File: src/rtl/crc16fc_pkg.sv
// Shared types, constants and the byte-wide CRC-16/CCITT-FALSE update.
// No dependencies.
`timescale 1ns / 1ps
`default_nettype none
package crc16fc_pkg;

  localparam logic [15:0] CrcPoly   = 16'h1021;
  localparam logic [15:0] CrcInit   = 16'hFFFF;
  localparam logic [15:0] CrcXorOut = 16'h0000;

  typedef logic [1:0] held_count_t;
  localparam held_count_t HeldNone = 2'd0;
  localparam held_count_t HeldOne  = 2'd1;
  localparam held_count_t HeldTwo  = 2'd2;

  typedef struct packed {
    logic        crc_ok;
    logic        frame_too_short;
    logic [15:0] computed_crc;
    logic [15:0] received_crc;
  } result_t;

  function automatic logic [15:0] fold_byte(input logic [15:0] crc, input logic [7:0] b);
    logic [15:0] c;
    c = crc ^ {b, 8'h00};
    for (int i = 0; i < 8; i++) begin
      if (c[15]) begin
        c = {c[14:0], 1'b0} ^ CrcPoly;
      end else begin
        c = {c[14:0], 1'b0};
      end
    end
    return c;
  endfunction

endpackage
`default_nettype wire

File: src/rtl/crc16fc_window.sv
// Two-byte holdback window and CRC accumulator; forms the result on a final beat.
// Depends on crc16fc_pkg.
`timescale 1ns / 1ps
`default_nettype none
module crc16fc_window (
  input  wire logic                 clk,
  input  wire logic                 rst,
  input  wire logic                 accept,
  input  wire logic [7:0]           data_byte,
  input  wire logic                 last_byte,
  output logic                      result_valid,
  output crc16fc_pkg::result_t      result
);

  logic [15:0]              crc_acc, crc_acc_next;
  logic [7:0]               older, older_next;
  logic [7:0]               newer, newer_next;
  crc16fc_pkg::held_count_t held_count, held_count_next;
  logic [15:0]              computed;
  logic [15:0]              received;

  always_comb begin
    crc_acc_next    = crc_acc;
    older_next      = older;
    newer_next      = newer;
    held_count_next = held_count;
    unique case (held_count)
      crc16fc_pkg::HeldNone: begin
        older_next      = data_byte;
        held_count_next = crc16fc_pkg::HeldOne;
      end
      crc16fc_pkg::HeldOne: begin
        newer_next      = data_byte;
        held_count_next = crc16fc_pkg::HeldTwo;
      end
      default: begin
        crc_acc_next    = crc16fc_pkg::fold_byte(crc_acc, older);
        older_next      = newer;
        newer_next      = data_byte;
        held_count_next = crc16fc_pkg::HeldTwo;
      end
    endcase
  end

  assign computed = crc_acc_next ^ crc16fc_pkg::CrcXorOut;
  assign received = {newer_next, older_next};

  always_comb begin
    result_valid = accept && last_byte;
    result.computed_crc = computed;
    if (held_count == crc16fc_pkg::HeldNone) begin
      result.crc_ok          = 1'b0;
      result.frame_too_short = 1'b1;
      result.received_crc    = 16'h0000;
    end else begin
      result.crc_ok          = (computed == received);
      result.frame_too_short = 1'b0;
      result.received_crc    = received;
    end
  end

  always_ff @(posedge clk) begin
    if (rst || (accept && last_byte)) begin
      crc_acc    <= crc16fc_pkg::CrcInit;
      older      <= 8'h00;
      newer      <= 8'h00;
      held_count <= crc16fc_pkg::HeldNone;
    end else if (accept) begin
      crc_acc    <= crc_acc_next;
      older      <= older_next;
      newer      <= newer_next;
      held_count <= held_count_next;
    end
  end

endmodule
`default_nettype wire

File: config.mk
export PLATFORM = sky130hd
export DESIGN_NAME = crc16fc_window
export DESIGN_NICKNAME = d
export VERILOG_FILES = /design/src/rtl/crc16fc_pkg.sv /design/src/rtl/crc16fc_window.sv
export SDC_FILE = /design/constraint.sdc
export NUM_CORES = 1
export LEC_CHECK = 0
export ABC_AREA = 1
export BUFFER_PORTS_ARGS = -buffer_cell sky130_fd_sc_hd__buf_4
export CAP_MARGIN = 25
export CELL_PAD_IN_SITES_DETAIL_PLACEMENT = 0
export CELL_PAD_IN_SITES_GLOBAL_PLACEMENT = 1
export CORE_MARGIN = 8
export CORE_UTILIZATION = 40
export CTS_CLUSTER_DIAMETER = 60
export DETAILED_ROUTE_END_ITERATION = 7
export PLACE_DENSITY_LB_ADDON = 0.12
export SLEW_MARGIN = 20
export SYNTH_ARGS = -nofsm -noshare
export SYNTH_HDL_FRONTEND = slang
export SYNTH_SLANG_ARGS = --single-unit
export TNS_END_PERCENT = 1
File: constraint.sdc
create_clock -name clk -period 2.5 [get_ports clk]
set_input_delay 0.125 -clock clk [delete_from_list [all_inputs] [get_ports clk]]
set_output_delay 0.125 -clock clk [all_outputs]
set_load 0.02 [all_outputs]
; Word-level counts from Yosys, hierarchy flattened
; Cells that the tools add are included.
[classes]
eq_ne = 2
mux = 21
bitwise_logic = 9
n_reduce_logical = 4
[op_table]
columns = operator, count
row1 = $mux W16, 9
row2 = $mux W13, 8
row3 = $not A3 Y3, 8
row4 = $eq A16 B16 Y1, 1
row5 = $pmux W8 S2, 1
row6 = $xor A16 B16 Y16, 1
row7 = $mux W8, 1
row8 = $mux W2, 2
row9 = $eq A2 B1 Y1 const B, 1
row10 = $logic_not A2 Y1, 1
row11 = $reduce_or A2 Y1, 1
row12 = $logic_and A1 B1 Y1, 1
row13 = $logic_or A1 B1 Y1, 1
[word_totals]
regBits = 34
inputBits = 12
output_inout_bits = 35

; Logic depth before layout (Yosys ltp)
[depth]
ltp_word = 27
depth_mapped = 15

; Worst setup path after synthesis
; Ideal clock, no wire load.
[synth_path]
kind = flip-flop to output port
startpoint = register older[6]
endpoint = output port result[33] in the netlist's numbering
arrival_ns = 1.718
required_ns = 2.375
path_slack_ns = 0.657
stages_incl_launch_ff = 13
path_buffers = 0
cell_sequence = dfxtp_1 inv_1 nand2_1 nand2_1 nand2_1 nand2_1 a21boi_1 nor2_1 nor2_1 nand2_1 nor2_1 nand2_1 nor2_1
[synth_rtl]
columns = element, line
row1 = start: declaration, crc16fc_window.sv:16  ; logic [7:0] older, older_next;
row2 = start signal: assignment, crc16fc_window.sv:70  ; older <= older_next;
row3 = end: declaration, crc16fc_window.sv:12  ; output crc16fc_pkg::result_t result

==> results_dict.tcl <==
set metrics [dict create \
    root_buffer "clkbuf_8" \
    tightest_slew_ns 0.639 \
    fin_worst_skew_ns 0.00549 \
    syn-num-nets 468 \
    leakagePower_nw 1.66 \
    cts_setup_buffers 0 \
    final-seq-area_um2 684 \
    timing.fmax_mhz 434 \
    finish.instance_area_mm2 0.00299 \
    path_class "flop to primary output" \
    post_drt_wl_per_cell_um 14.2 \
    ys_seq_area_share_pct 27.5 \
    numCtsBuffers 5 \
    firstDrtPassIters 5 \
    setup_tns_ns 0 \
    area_delta_synth_final_pct 20.8 \
    crit_slowest_cell "dfxtp_4" \
    synthArstFlopShare_pct 0 \
    grt_pass1_vias 2680 \
    vias 2898 \
    worstPathMaxFanout 14 \
    fill_cells 663 \
    dpl_cell_area_mm2 0.00287 \
    drive_above_1_share_pct 13.5 \
    routed_via_density 5.08 \
    setup_violations 0 \
    synth.avg_cell_area_um2 5.42 \
    relSlewSlack_pct 57.4 \
    synthFlopType "dfxtp_1" \
    die_area_mm2 0.00896 \
    yosys.area.top_type_share_pct 27.5 \
    nNetsFinal 508 \
    maxCapViolCount 0 \
    ys_ff_latch 34 \
    rsz0062_at_grt "no" \
    final_antenna_net_count 0 \
    worst_setup_path_end_kind "primary output" \
    peakVddDrop_uv 239 \
    finalHoldViolCount 0 \
    wirelength_um 8100 \
    synth.area.top_cells "dfxtp_1 (28%), nand2_1 (25%), inv_1 (9.1%)" \
    place_congestion 0.876 \
    final_common_cell "nand2_1" \
    ys_warn_count 0 \
    antenna_cells 0 \
    drtIter0Drc 145 \
    timing.final.crit_share_pct 92.2 \
    cts_max_level 2 \
    worst_path_largest_cell_delay_ns 0.39 \
    tritoncts "done" \
    antenna_found_initial 0 \
    place_hpwl_um 6030 \
    final_core_util_pct 50.2 \
    cts_hold_buf 0 \
    cts.clk_slew.worst_paths_ns 0.07 \
    synth-edff-count 0 \
    synth_cell_types 20 \
    route.detailed.drc 0 \
    cp_data_arrival_time_ns 2.18 \
    grt_start_max_net_pins 36 \
    fin_crit_ns 2.31 \
    holdCritPathClass "primary input to flop" \
    cts_buffer_depth 2 \
    syn_area_mm2 0.00247 \
    rows 28 \
    grt_overflow 0 \
    maxSlewViolCount 0 \
    multi_input_area_mm2 0.00149 \
    start_util_pct 41.5 \
    cp-start-kind "flop" \
    grt_use_total_pct 18.6 \
    die_w_um 94.6 \
    cp.required_ns 2.38 \
    core-area_mm2 0.00596 \
    worstPathCellList "inv_6 > nand2_4 > o21ai_2 > inv_1 > nand2_1 > nand2_1 > nor2_2 > nand2_1 > nor2_1 > nand2_1 > nor2_1 > nand2_1 > nor2_1 > buf_4" \
    die_y_um 94.6 \
    yosysTopAreaCell "dfxtp_1" \
    io_pins 47 \
    clock-sinks 34 \
    grt_pass1_wl_um 13400 \
    final_cell_mix "nand2_1 (162), inv_1 (60), buf_4 (50), nor2_1 (49), a21oi_1 (37)" \
    path_common_cell "nand2_1" \
    status "complete, no violations" \
    clk_latency_ns 0.29 \
    power_density_mw_per_mm2 543 \
    synthCells 456 \
    io_buffers 46 \
    finalPower_w 0.00162 \
]
==> final timing paths <==
| path | startpoint | slack [ns] | cells after the start | endpoint |
|---|---|---|---|---|
| worst max-delay path | held_count[1] | 0.19 | 14 | result[33] |
| worst min-delay path | data_byte[4] | 0.18 | 3 | older[4] |
| worst max register to register | older[4] | 0.94 | 9 | crc_acc[5] |
| worst min register to register | crc_acc[9] | 0.49 | 2 | crc_acc[9] |
==> cell type report <==
class	count	share of cell area [%]
multi-input combinational	341	49.8
sequential	34	22.9
timing repair buffer	52	13.4
inverter	62	7.95
tap	75	3.14
clock buffer	6	2.76
==> cells in the mapped netlist (3+ instances only) <==
cell type,instances
o211ai_1,4
a21oi_1,37
inv_1,60
nand2_1,162
dfxtp_1,34
nand4_1,4
buf_2,4
clkbuf_1,10
nor2_1,50
o22ai_1,4
o21ai_0,36
buf_1,3
nand3_1,37
==> flip-flops by register name (all words and copies together) (netlist names) <==
| register | cells |
|---|---|
| crc_acc | 16 |
| newer | 8 |
| older | 8 |
| held_count | 2 |
==> through the flow <==
step / hold WS [ns] / worst slack (ns) / std cells
floorplan: 0.326 / 0.657 / 456
global placement: 0.469 / 0.266 / 564
detailed placement: 0.471 / 0.240 / 564
CTS: 0.169 / 0.0341 / 570
global route: 0.191 / 0.0128 / 570
finish: 0.178 / 0.195 / 570
==> routing by layer <==
metal,up-vias,global-route usage [%],routed length (µm)
met5,-,0,0
met4,0,4.29,80
met3,9,3.41,513
met2,91,30.1,3680
met1,1281,25.0,3830
li1,1517,-,-
==> power by group <==
group	internal, W	switching, W	total (W)
Clock	0.000213	0.000206	0.000419
Combinational	0.000205	0.000390	0.000595
Sequential	0.000576	0.0000325	0.000608
Total	0.000994	0.000629	0.00162
==> worst max-delay path, delay by kind of cell (launching register included) <==
family,cells,cell delay (ns)
AOI/OAI and AO/OA,1,0.19
buffers and inverters,3,0.39
DFF,1,0.39
and+or+nand+nor,10,0.92
==> what timing repair did <==
| action | in CTS | in global routing |
|---|---|---|
| endpoints found under the hold margin | 0 | 0 |
| resized for setup | 2 | 8 |
| endpoints found under the setup margin | 1 | 1 |
==> kinds of logic (layout without fill, tap and decap cells) <==
group                  after synthesis  in the layout  synth area share (%)
and+or+nand+nor                    258            258                  42.0
AOI/OAI and AO/OA                   83             83                  17.7
buffers and inverters               81            120                  12.8
DFF                                 34             34                  27.5
No activity file was read; power rests on OpenSTA's default activity.
